--- config.mk ---
export PLATFORM = sky130hd
export DESIGN_NAME = simplified_des_block_cipher_unit
export DESIGN_NICKNAME = d
export VERILOG_FILES = /design/src/hw/rtl/sdes_pkg.sv /design/src/hw/rtl/sdes_round_cell.sv /design/src/hw/rtl/simplified_des_block_cipher_unit.sv
export SDC_FILE = /design/constraint.sdc
export NUM_CORES = 1
export LEC_CHECK = 0
export ABC_AREA = 1
export BUFFER_PORTS_ARGS = -buffer_cell sky130_fd_sc_hd__buf_2
export CORE_ASPECT_RATIO = 0.9
export CORE_UTILIZATION = 30
export DETAILED_ROUTE_END_ITERATION = 16
export REMOVE_ABC_BUFFERS = 1
export SLEW_MARGIN = 40
export SYNTH_ARGS = -nofsm -noshare
export SYNTH_HDL_FRONTEND = slang
export SYNTH_SLANG_ARGS = --single-unit
--- constraint.sdc ---
create_clock -name clock -period 4.2 [get_ports clock]
set_input_delay 0.42 -clock clock [delete_from_list [all_inputs] [get_ports clock]]
set_output_delay 0.42 -clock clock [all_outputs]
set_load 0.1 [all_outputs]
--- src/hw/rtl/sdes_pkg.sv ---
`default_nettype none
// ----------------------------------------------------------------------------
// sdes_pkg
// Shared widths, types, register indexes and round functions for the
// 12-bit block, 9-bit key Feistel cipher.
// ----------------------------------------------------------------------------
package sdes_pkg;

   localparam int BLOCK_W        = 12;
   localparam int HALF_W         = 6;
   localparam int KEY_W          = 9;
   localparam int RKEY_W         = 8;
   localparam int ROUND_CNT_W    = 4;
   localparam int ROT_W          = 4;
   localparam int KEY_LEN        = 9;
   localparam int MAX_ROUNDS_DEF = 8;
   localparam int DATA_BYTES_W   = 16;

   // register indexes of the write port
   localparam int CSR_INDEX_W = 1;
   localparam logic [CSR_INDEX_W-1:0] CSR_CIPHER_KEY  = 1'b0;
   localparam logic [CSR_INDEX_W-1:0] CSR_ROUND_COUNT = 1'b1;

   typedef struct packed {
      logic               mode;   // 1 encrypt, 0 decrypt
      logic [BLOCK_W-1:0] block;
   } sdes_item_type;

   function automatic logic [2:0] sbox1(input logic row, input logic [2:0] col);
      logic [2:0] v;
      case (col)
         3'd0:    v = row ? 3'd1 : 3'd5;
         3'd1:    v = row ? 3'd4 : 3'd2;
         3'd2:    v = row ? 3'd6 : 3'd1;
         3'd3:    v = row ? 3'd2 : 3'd6;
         3'd4:    v = row ? 3'd0 : 3'd3;
         3'd5:    v = row ? 3'd7 : 3'd4;
         3'd6:    v = row ? 3'd5 : 3'd7;
         3'd7:    v = row ? 3'd3 : 3'd0;
         default: v = 3'd0;
      endcase
      return v;
   endfunction

   function automatic logic [2:0] sbox2(input logic row, input logic [2:0] col);
      logic [2:0] v;
      case (col)
         3'd0:    v = row ? 3'd5 : 3'd4;
         3'd1:    v = row ? 3'd3 : 3'd0;
         3'd2:    v = row ? 3'd0 : 3'd6;
         3'd3:    v = row ? 3'd7 : 3'd5;
         3'd4:    v = row ? 3'd6 : 3'd7;
         3'd5:    v = row ? 3'd2 : 3'd1;
         3'd6:    v = row ? 3'd1 : 3'd3;
         3'd7:    v = row ? 3'd4 : 3'd2;
         default: v = 3'd0;
      endcase
      return v;
   endfunction

   // rotate the 9-bit key left by s (s below 9), keep bits 8:1
   function automatic logic [RKEY_W-1:0] rotl_subkey(input logic [KEY_W-1:0] key,
                                                     input logic [ROT_W-1:0] s);
      logic [2*KEY_W-1:0] dbl;
      dbl = {key, key} << s;
      return dbl[2*KEY_W-1 -: RKEY_W];
   endfunction

   function automatic logic [HALF_W-1:0] ffunc(input logic [HALF_W-1:0] r,
                                               input logic [RKEY_W-1:0] rkey);
      logic [RKEY_W-1:0] e;
      e = {r[5], r[4], r[2], r[3], r[2], r[3], r[1], r[0]} ^ rkey;
      return {sbox1(e[7], e[6:4]), sbox2(e[3], e[2:0])};
   endfunction

endpackage : sdes_pkg
`default_nettype wire

--- src/hw/rtl/sdes_round_cell.sv ---
`default_nettype none
// ----------------------------------------------------------------------------
// sdes_round_cell
// One pipeline cell: applies the round that falls on its position, or passes
// the block through when the position lies beyond the configured count.
// ----------------------------------------------------------------------------
module sdes_round_cell #(
   parameter int MAX_ROUNDS = sdes_pkg::MAX_ROUNDS_DEF,
   parameter int STEP       = 1
) (
   input  wire logic                                     clock,
   input  wire logic                                     reset,
   input  wire logic [$clog2(MAX_ROUNDS+1)-1:0]          n_rounds,
   input  wire logic [sdes_pkg::KEY_W-1:0]               cipher_key,
   input  wire logic                                     up_valid,
   output logic                                          up_ready,
   input  wire sdes_pkg::sdes_item_type                  up_item,
   output logic                                          dn_valid,
   input  wire logic                                     dn_ready,
   output sdes_pkg::sdes_item_type                       dn_item
);
   import sdes_pkg::*;

   localparam int CNT_W = $clog2(MAX_ROUNDS+1);
   localparam logic [CNT_W-1:0] STEP_V = CNT_W'(STEP);
   localparam logic [CNT_W-1:0] ONE_V  = CNT_W'(1);

   logic                 valid_ff, valid_in;
   sdes_item_type        item_ff, item_in;
   logic [CNT_W-1:0]     round_idx, shift_raw, shift_mod;
   logic                 active, last;
   logic [RKEY_W-1:0]    rkey;
   logic [HALF_W-1:0]    l_half, r_half, new_r;

   always_comb begin
      // decrypt walks the keys from the top down
      round_idx = up_item.mode ? STEP_V : (n_rounds - STEP_V + ONE_V);
      shift_raw = round_idx - ONE_V;
      // wrap the rotation at the key length
      shift_mod = (int'(shift_raw) >= KEY_LEN) ? CNT_W'(int'(shift_raw) - KEY_LEN)
                                               : shift_raw;
      active    = (STEP_V <= n_rounds);
      last      = (STEP_V == n_rounds);
      rkey      = rotl_subkey(cipher_key, ROT_W'(shift_mod));
      l_half    = up_item.block[BLOCK_W-1:HALF_W];
      r_half    = up_item.block[HALF_W-1:0];
      new_r     = l_half ^ ffunc(r_half, rkey);

      item_in.mode = up_item.mode;
      if (!active) begin
         item_in.block = up_item.block;
      end else if (last) begin
         item_in.block = {new_r, r_half};
      end else begin
         item_in.block = {r_half, new_r};
      end
   end

   assign up_ready = !valid_ff || dn_ready;
   assign valid_in = up_ready ? up_valid : valid_ff;

   always_ff @(posedge clock) begin
      if (reset) begin
         valid_ff <= 1'b0;
      end else begin
         valid_ff <= valid_in;
      end
   end

   always_ff @(posedge clock) begin
      if (up_ready && up_valid) begin
         item_ff <= item_in;
      end
   end

   assign dn_valid = valid_ff;
   assign dn_item  = item_ff;

endmodule : sdes_round_cell
`default_nettype wire

--- src/hw/rtl/simplified_des_block_cipher_unit.sv ---
`default_nettype none
// ----------------------------------------------------------------------------
// simplified_des_block_cipher_unit
// 12-bit block, 9-bit key Feistel cipher as a chain of round cells.
// ----------------------------------------------------------------------------
// One block is accepted per clock and one result leaves per clock when the
// result side keeps rsp_tready high. The chain holds one registered cell per
// possible round, and the last cell's register is the output register. Each
// cell applies its round when its position is within the configured count
// and otherwise hands the block through. Every cell stalls only when it is
// full and its neighbor downstream is full and stalled, so bubbles collapse
// and input transfers continue while a result waits. round_count above
// MAX_ROUNDS runs MAX_ROUNDS rounds; round_count 0 returns a zero block.
// Write cipher_key and round_count only while no transfer is in flight.
// ----------------------------------------------------------------------------
module simplified_des_block_cipher_unit #(
   parameter int MAX_ROUNDS = sdes_pkg::MAX_ROUNDS_DEF
) (
   input  wire logic                                 clock,
   input  wire logic                                 reset,
   // request stream
   input  wire logic                                 req_tvalid,
   output logic                                      req_tready,
   input  wire logic [sdes_pkg::DATA_BYTES_W-1:0]    req_tdata,  // [11:0] block_in
   input  wire logic                                 req_tuser,  // [0] mode
   // response stream
   output logic                                      rsp_tvalid,
   input  wire logic                                 rsp_tready,
   output logic [sdes_pkg::DATA_BYTES_W-1:0]         rsp_tdata,  // [11:0] block_out
   // register write port
   input  wire logic                                 csr_wr_en,
   input  wire logic [sdes_pkg::CSR_INDEX_W-1:0]     csr_index,
   input  wire logic [sdes_pkg::KEY_W-1:0]           csr_wdata
);
   import sdes_pkg::*;

   localparam int CNT_W = $clog2(MAX_ROUNDS+1);
   localparam int CMP_W = ROUND_CNT_W + 1;

   logic [KEY_W-1:0]       cipher_key_ff, cipher_key_in;
   logic [ROUND_CNT_W-1:0] round_count_ff, round_count_in;
   logic [CMP_W-1:0]       rc_wide;
   logic [CNT_W-1:0]       n_rounds;

   // chain links: index 0 is the request side, MAX_ROUNDS the output
   logic          link_valid [MAX_ROUNDS+1];
   logic          link_ready [MAX_ROUNDS+1];
   sdes_item_type link_item  [MAX_ROUNDS+1];

   // configuration registers
   always_comb begin
      cipher_key_in  = cipher_key_ff;
      round_count_in = round_count_ff;
      if (csr_wr_en) begin
         case (csr_index)
            CSR_CIPHER_KEY:  cipher_key_in  = csr_wdata;
            CSR_ROUND_COUNT: round_count_in = csr_wdata[ROUND_CNT_W-1:0];
            default: ;
         endcase
      end
   end

   always_ff @(posedge clock) begin
      if (reset) begin
         cipher_key_ff  <= '0;
         round_count_ff <= ROUND_CNT_W'(4);
      end else begin
         cipher_key_ff  <= cipher_key_in;
         round_count_ff <= round_count_in;
      end
   end

   // saturate the round count to the chain length
   always_comb begin
      rc_wide  = {1'b0, round_count_ff};
      n_rounds = (rc_wide > CMP_W'(MAX_ROUNDS)) ? CNT_W'(MAX_ROUNDS) : CNT_W'(rc_wide);
   end

   // feed the chain; with no rounds configured the block drops to zero
   assign link_valid[0]      = req_tvalid;
   assign req_tready         = link_ready[0];
   assign link_item[0].mode  = req_tuser;
   assign link_item[0].block = (n_rounds == '0) ? '0 : req_tdata[BLOCK_W-1:0];

   for (genvar g = 1; g <= MAX_ROUNDS; g++) begin : g_cell
      sdes_round_cell #(
         .MAX_ROUNDS (MAX_ROUNDS),
         .STEP       (g)
      ) u_cell (
         .clock      (clock),
         .reset      (reset),
         .n_rounds   (n_rounds),
         .cipher_key (cipher_key_ff),
         .up_valid   (link_valid[g-1]),
         .up_ready   (link_ready[g-1]),
         .up_item    (link_item[g-1]),
         .dn_valid   (link_valid[g]),
         .dn_ready   (link_ready[g]),
         .dn_item    (link_item[g])
      );
   end

   // last cell register drives the response stream
   assign rsp_tvalid             = link_valid[MAX_ROUNDS];
   assign link_ready[MAX_ROUNDS] = rsp_tready;
   assign rsp_tdata = {{(DATA_BYTES_W-BLOCK_W){1'b0}}, link_item[MAX_ROUNDS].block};

endmodule : simplified_des_block_cipher_unit
`default_nettype wire
==> results of run 1 <==
-- power groups by stage --
stage	registers [uW]	logic, uW	clock network (uW)
after CTS	1530	2900	1380
after detailed placement	1550	2890	0
after floorplan	1530	2240	0
final	1530	3000	1360
after global placement	1550	2870	0
after global routing	1530	3430	1430
-- worst max-delay path, delay by kind of cell (launching register included) --
kind / cells / cell delay, ns
adders and majority gates: 1 / 0.34
buffers and inverters: 4 / 0.37
DFF: 1 / 0.31
and+or+nand+nor: 28 / 2.59
-- cell usage in the layout, fill, tap and decap left out, types with 4 or more instances in the layout --
| cell | instances |
|---|---|
| a21o_1 | 7 |
| a21oi_1 | 47 |
| a22oi_1 | 11 |
| buf_2 | 41 |
| buf_4 | 38 |
| clkbuf_16 | 17 |
| clkinv_1 | 10 |
| conb_1 | 4 |
| dfxtp_1 | 21 |
| edfxtp_1 | 103 |
| ha_1 | 26 |
| inv_1 | 268 |
| inv_2 | 19 |
| nand2_1 | 1064 |
| nand2_2 | 28 |
| nand2_4 | 14 |
| nand3_1 | 622 |
| nand3_2 | 18 |
| nand3b_1 | 11 |
| nand4_1 | 14 |
| nor2_1 | 86 |
| nor2_2 | 12 |
| nor3_1 | 5 |
| o211ai_1 | 6 |
| o21ai_0 | 41 |
| o21ai_1 | 38 |
| o21ai_2 | 5 |
| o21ai_4 | 7 |
| o21bai_1 | 6 |
| o22ai_1 | 16 |
| xor2_1 | 9 |
| xor2_2 | 4 |
-- worst max-delay path by stage --
stage	slack [ns]	depth (start not counted)	endpoint	startpoint
2_1_floorplan	-0.14	23	g_cell[8].u_cell.dn_item[5]$_DFFE_PP_	round_count_ff[3]$_SDFFE_PP0P_
3_3_place_gp	0.02	25	g_cell[8].u_cell.dn_item[5]$_DFFE_PP_	round_count_ff[2]$_SDFFE_PP1P_
3_5_place_dp	0.06	30	g_cell[7].u_cell.dn_item[4]$_DFFE_PP_	round_count_ff[0]$_SDFFE_PP0P_
4_1_cts	0.04	30	g_cell[7].u_cell.dn_item[4]$_DFFE_PP_	round_count_ff[0]$_SDFFE_PP0P_
5_1_grt	-0.02	31	g_cell[6].u_cell.dn_item[5]$_DFFE_PP_	round_count_ff[0]$_SDFFE_PP0P_
6_report	0.33	33	g_cell[2].u_cell.dn_item[4]$_DFFE_PP_	round_count_ff[0]$_SDFFE_PP0P_
-- through the flow --
step                cells  utilization  hold WS (ns)  power, uW  TNS (ns)
finish               3278        0.342         0.233       5880         0
global placement     3239        0.326         0.463       4420         0
global route         3278        0.342         0.223       6400   -0.0248
detailed placement   3239        0.326         0.467       4440         0
floorplan            2538            -         0.445       3780     -1.99
CTS                  3271        0.337         0.213       5810         0
-- what timing repair did --
action | in CTS | in global routing
gates resized for setup | 0 | 42
setup endpoints to repair | 0 | 83
buffers inserted | 0 | 6
-- per-layer routing --
| metal | vias to the layer above | routed length (um) | GRT usage |
|---|---|---|---|
| met4 | 0 | 1020 | 0.0566 |
| li1 | 8599 | - | - |
| met2 | 482 | 19500 | 0.280 |
| met3 | 57 | 2370 | 0.0218 |
| met5 | - | 0 | 0 |
| met1 | 7387 | 23000 | 0.262 |
-- area by class of cell --
cell class	count	area [sq um]
multi-input combinational	2119	10000
sequential	124	3510
clock inverter	14	97.6
tap	624	781
timing repair buffer	83	553
fill	5322	31700
inverter	296	1110
clock buffer	18	429
-- sequential cells by signal, summed over array words and instances (netlist names) --
register                flops
cipher_key_ff               9
g_cell.u_cell.dn_item     103
g_cell.u_cell.dn_valid      8
round_count_ff              4
-- cell families after synthesis --
group | count (synthesis) | synth area share
compound gates | 186 | 0.0732
xor+xnor | 17 | 0.0139
fa+ha+maj | 26 | 0.0220
buf+inv | 361 | 0.0976
flops | 124 | 0.238
mux | 2 | 0.00136
other cells | 1 | 0.000254
simple gates | 1883 | 0.554
==> impl_metrics.toml, run 1 <==
[logic_synthesis]
async_flop_share = 0
ys_seq_area_frac = 0.238
synth_flop_cell = "edfxtp_1"
synth-seq-cells = 124
synth_area_sq_um = 14800
yosysUniqueCellTypes = 45
synth_edf_count = 103
synthCells = 2600
ys_top_cells_by_count = "nand2_1, nand3_1, inv_1"
avgSynthCellArea_sq_um = 5.68
yosysWarnings = 0
synth_most_common_cell = "nand2_1"
post-synth-top-area-cell = "nand2_1"
ys_top_cells_by_area = "nand2_1, nand3_1, edfxtp_1"
synth_top_area_share = 0.273

[die]
die-area_sq_um = 50100
core_area_sq_um = 48200
pin_count = 50
rows = 76
die_w_um = 236
fp.dieH_um = 212
start_util = 0.306

[worst_setup_path]
rr_startpoint = "round_count_ff[0]$_SDFFE_PP0P_"
worst_r2r_endpoint = "g_cell[2].u_cell.dn_item[4]$_DFFE_PP_"
start_kind = "flip-flop"
critPathCaptureType = "flip-flop"
reg2reg_depth = 33
regToRegSetupSlack_ns = 0.33
required_ns = 4.41
critPathMostFrequentCell = "nand2_1"
crit_type = "flip-flop to flip-flop"
slowest_stage = "ha_1"
worst_path_largest_cell_delay_ns = 0.34
cp_max_fo = 12
crit_arrival_ns = 4.07

[clocking]
cts_sinks = 124
clock_path_buffers = 2
htree_levels = 4
clock_latency_ns = 0.45
clk_pin_slew_ns = 0.06
hold_buffers = 0
numCtsBuffers = 17
root_buffer = "clkbuf_16"
cts_tree = "done"

[routing]
wl_per_cell_um = 14.0
drt_iter0_drc = 1701
ant_nets = 0
num_vias = 16500
detail_route.vias_per_cell = 5.04
drt_wl_total_mm = 45.8
dr.pass1.iters = 5
drc = 0

[sta]
maxSlewHeadroom = 0.461
slew_viol_final = 0
period_needed_ns = 3.87
clock-skew-final_ns = 0.0150
layout_setup_ws_ns = 0.333
setup_viol = 0
hold_violations = 0
max_clock_freq_mhz = 259
finalCritPeriodShare = 0.921
tightest_slew_ns = 0.807

[global_route]
grt_max_degree = 26
globalRouteOverflowTotal = 0
grt_pass1_vias = 14300
grt_pass1_wl_mm = 73.7
grt_use_total = 0.181
grt_antenna_before_repair = 0

[outcome]
outcome = "complete, no violations"

[pwr]
p_clk_frac = 0.231
power.leakage_uw = 0.00867
internal-power_uw = 3170
switching_share = 0.460
power_frac_comb = 0.509
irDropWorstVdd_mv = 0.289
power.density_nw_per_um2 = 356
pwr-share-seq = 0.259
p_sw_uw = 2710

[placement]
pre_cts_ws_ns = 0.0574
place_congestion = 0.886
io_buffers = 41
hpwl_mm = 35.3
place_area_sq_um = 15700

[hold_path]
min_path_type = "input port to flip-flop"
whs_path_depth = 1
hold_start = "req_tuser"
holdPathEnd = "g_cell[1].u_cell.dn_item[12]$_DFFE_PP_"

[final_layout]
drive_above_1_share = 0.0870
n_antenna_cell = 0
syn2layout_area_growth_pct = 11.8
fin_area_sq_um = 16500
final_nets = 2699

[flow_run]
drv_cap = 0
(Power assumes the default switching activity.)
==> inputs of run 2 (changes only) <==
--- a/config.mk
+++ b/config.mk
@@ -9,6 +9,7 @@
 export BUFFER_PORTS_ARGS = -buffer_cell sky130_fd_sc_hd__buf_2
 export CORE_ASPECT_RATIO = 0.9
 export CORE_UTILIZATION = 30
+export CTS_BUF_LIST = sky130_fd_sc_hd__clkbuf_2 sky130_fd_sc_hd__clkbuf_4 sky130_fd_sc_hd__clkbuf_8
 export DETAILED_ROUTE_END_ITERATION = 16
 export REMOVE_ABC_BUFFERS = 1
 export SLEW_MARGIN = 40
==> run 2 against run 1 <==
Effect of this change: sequential share of layout area rose by 0.24 points; critical path depth shrank 6; flip-flop and latch count unchanged.
==> impl_metrics.toml, run 2 (synthesis gave the netlist of run 1 again) <==
[outcome]
outcome = "complete, no violations"

[global_route]
grt_pass1_vias = 14300
grt_pass1_wl_mm = 73.6
grt_max_degree = 26
globalRouteOverflowTotal = 0
grt_antenna_before_repair = 0
grt_use_total = 0.181

[worst_setup_path]
start_kind = "flip-flop"
critPathCaptureType = "flip-flop"
regToRegSetupSlack_ns = 0.33
crit_type = "flip-flop to flip-flop"
reg2reg_depth = 27
cp_max_fo = 12
crit_arrival_ns = 4.08
worst_r2r_endpoint = "g_cell[3].u_cell.dn_item[11]$_DFFE_PP_"
required_ns = 4.41
startpoint = "round_count_ff[0]$_SDFFE_PP0P_"
rr_startpoint = "round_count_ff[0]$_SDFFE_PP0P_"

[flow_run]
drv_cap = 0

[pwr]
irDropWorstVdd_mv = 0.195
p_total_uw = 5490
power.leakage_uw = 0.00859
power.density_nw_per_um2 = 337

[routing]
drt_iter0_drc = 1665
wl_per_cell_um = 14.0
ant_nets = 0
detail_route.vias_per_cell = 5.06
drt_wl_total_mm = 45.8
num_vias = 16600
drc = 0
dr.pass1.iters = 9

[clocking]
clock_latency_ns = 0.50
clk_pin_slew_ns = 0.09
htree_levels = 4
hold_buffers = 0
root_buffer = "clkbuf_8"
clock_path_buffers = 2
cts_tree = "done"
numCtsBuffers = 17
cts_sinks = 124

[sta]
hold_violations = 0
tightest_slew_ns = 0.785
slew_viol_final = 0
clock-skew-final_ns = 0.0219
maxSlewHeadroom = 0.476
setup_viol = 0
whs_ns = 0.190
finalCritPeriodShare = 0.922
period_needed_ns = 3.87
max_clock_freq_mhz = 258

[placement]
place_congestion = 0.886
io_buffers = 41
hpwl_mm = 35.3

[die]
pin_count = 50
fp.dieH_um = 212
die_w_um = 236
die-area_sq_um = 50100
core_area_sq_um = 48200
rows = 76
start_util = 0.306

[hold_path]
min_path_type = "input port to flip-flop"
whs_path_depth = 1
hold_start = "req_tuser"
holdPathEnd = "g_cell[1].u_cell.dn_item[12]$_DFFE_PP_"

[final_layout]
final_common_cell = "nand2_1"
largest_reg_flops = 103
syn2layout_area_growth_pct = 10.5
final_nets = 2702
drive_above_1_share = 0.0877
postLayoutCoreUtil = 0.339
final_cell_mix = "nand2_1, nand3_1, inv_1"
n_antenna_cell = 0
fillers = 5362
[run 2: changes by cell type in the layout (fill, tap and decap cells not counted), sizes merged]
cell and change:
buf +2, o21ai +1
[run 2: through the flow]
step	TNS, ns	instance area (sq um)	std cells	setup WS (ns)
2_1_floorplan	-1.99	14400	2538	-0.144
4_1_cts	0	16100	3271	0.0461
3_5_place_dp	0	15700	3239	0.0574
6_report	0	16300	3281	0.329
5_1_grt	-0.0263	16300	3281	-0.00728
3_3_place_gp	0	15700	3239	0.0201
[run 2: layout make-up]
| type | instances | area, sq um | area share |
|---|---|---|---|
| multi-input combinational | 2120 | 10000 | 0.614 |
| clock inverter | 14 | 97.6 | 0.00598 |
| sequential | 124 | 3510 | 0.215 |
| clock buffer | 18 | 241 | 0.0148 |
| inverter | 296 | 1110 | 0.0682 |
| tap | 624 | 781 | 0.0478 |
| timing repair buffer | 85 | 556 | 0.0340 |
[run 2: worst max-delay path by stage]
| stage | slack (ns) | endpoint | cells after the start |
|---|---|---|---|
| final | 0.33 | g_cell[3].u_cell.dn_item[11]$_DFFE_PP_ | 27 |
| after detailed placement | 0.06 | g_cell[7].u_cell.dn_item[4]$_DFFE_PP_ | 30 |
| after global placement | 0.02 | g_cell[8].u_cell.dn_item[5]$_DFFE_PP_ | 25 |
| after floorplan | -0.14 | g_cell[8].u_cell.dn_item[5]$_DFFE_PP_ | 23 |
| after CTS | 0.05 | g_cell[7].u_cell.dn_item[4]$_DFFE_PP_ | 30 |
| after global routing | -0.007 | g_cell[3].u_cell.dn_item[9]$_DFFE_PP_ | 25 |
[run 2: critical path, stage by stage (launching register included)]
cell and delay, ns:
dfxtp_1 0.32, nor2_1 0.14, nand2_1 0.12, nand2_1 0.11, nand2_2 0.12, buf_6 0.18, nor2_2 0.23, inv_1 0.17
ha_1 0.20, nand3b_1 0.17, buf_4 0.16, nand3_4 0.12, nand2_1 0.15, o21ai_4 0.13, buf_4 0.18, nand3_1 0.14
nand3_2 0.12, nand2_1 0.06, nand2_1 0.09, nand2_1 0.08, nand2_1 0.06, nand2_1 0.10, nand2_1 0.08, nand2_1 0.06
inv_1 0.05, nand2_1 0.06, nand3_1 0.07, o211ai_1 0.12
[run 2: timing repair]
item | in CTS | in global routing
setup buffers | 0 | 8
endpoints found under the setup margin | 0 | 84
resized for setup | 0 | 40
[run 2: report_power, final]
| group | switching (uW) | internal (uW) | leakage, uW |
|---|---|---|---|
| sequential | 70.6 | 1450 | 0.00112 |
| clock | 560 | 412 | 0.000168 |
| combinational | 2030 | 967 | 0.00730 |
| total | 2660 | 2830 | 0.00859 |
[run 2: metal layers]
layer | up-vias | global-route usage | wire [um]
met5 | - | 0 | 0
met4 | 0 | 0.0566 | 1170
met3 | 69 | 0.0188 | 2370
met2 | 479 | 0.278 | 19300
met1 | 7441 | 0.263 | 23000
li1 | 8607 | - | -
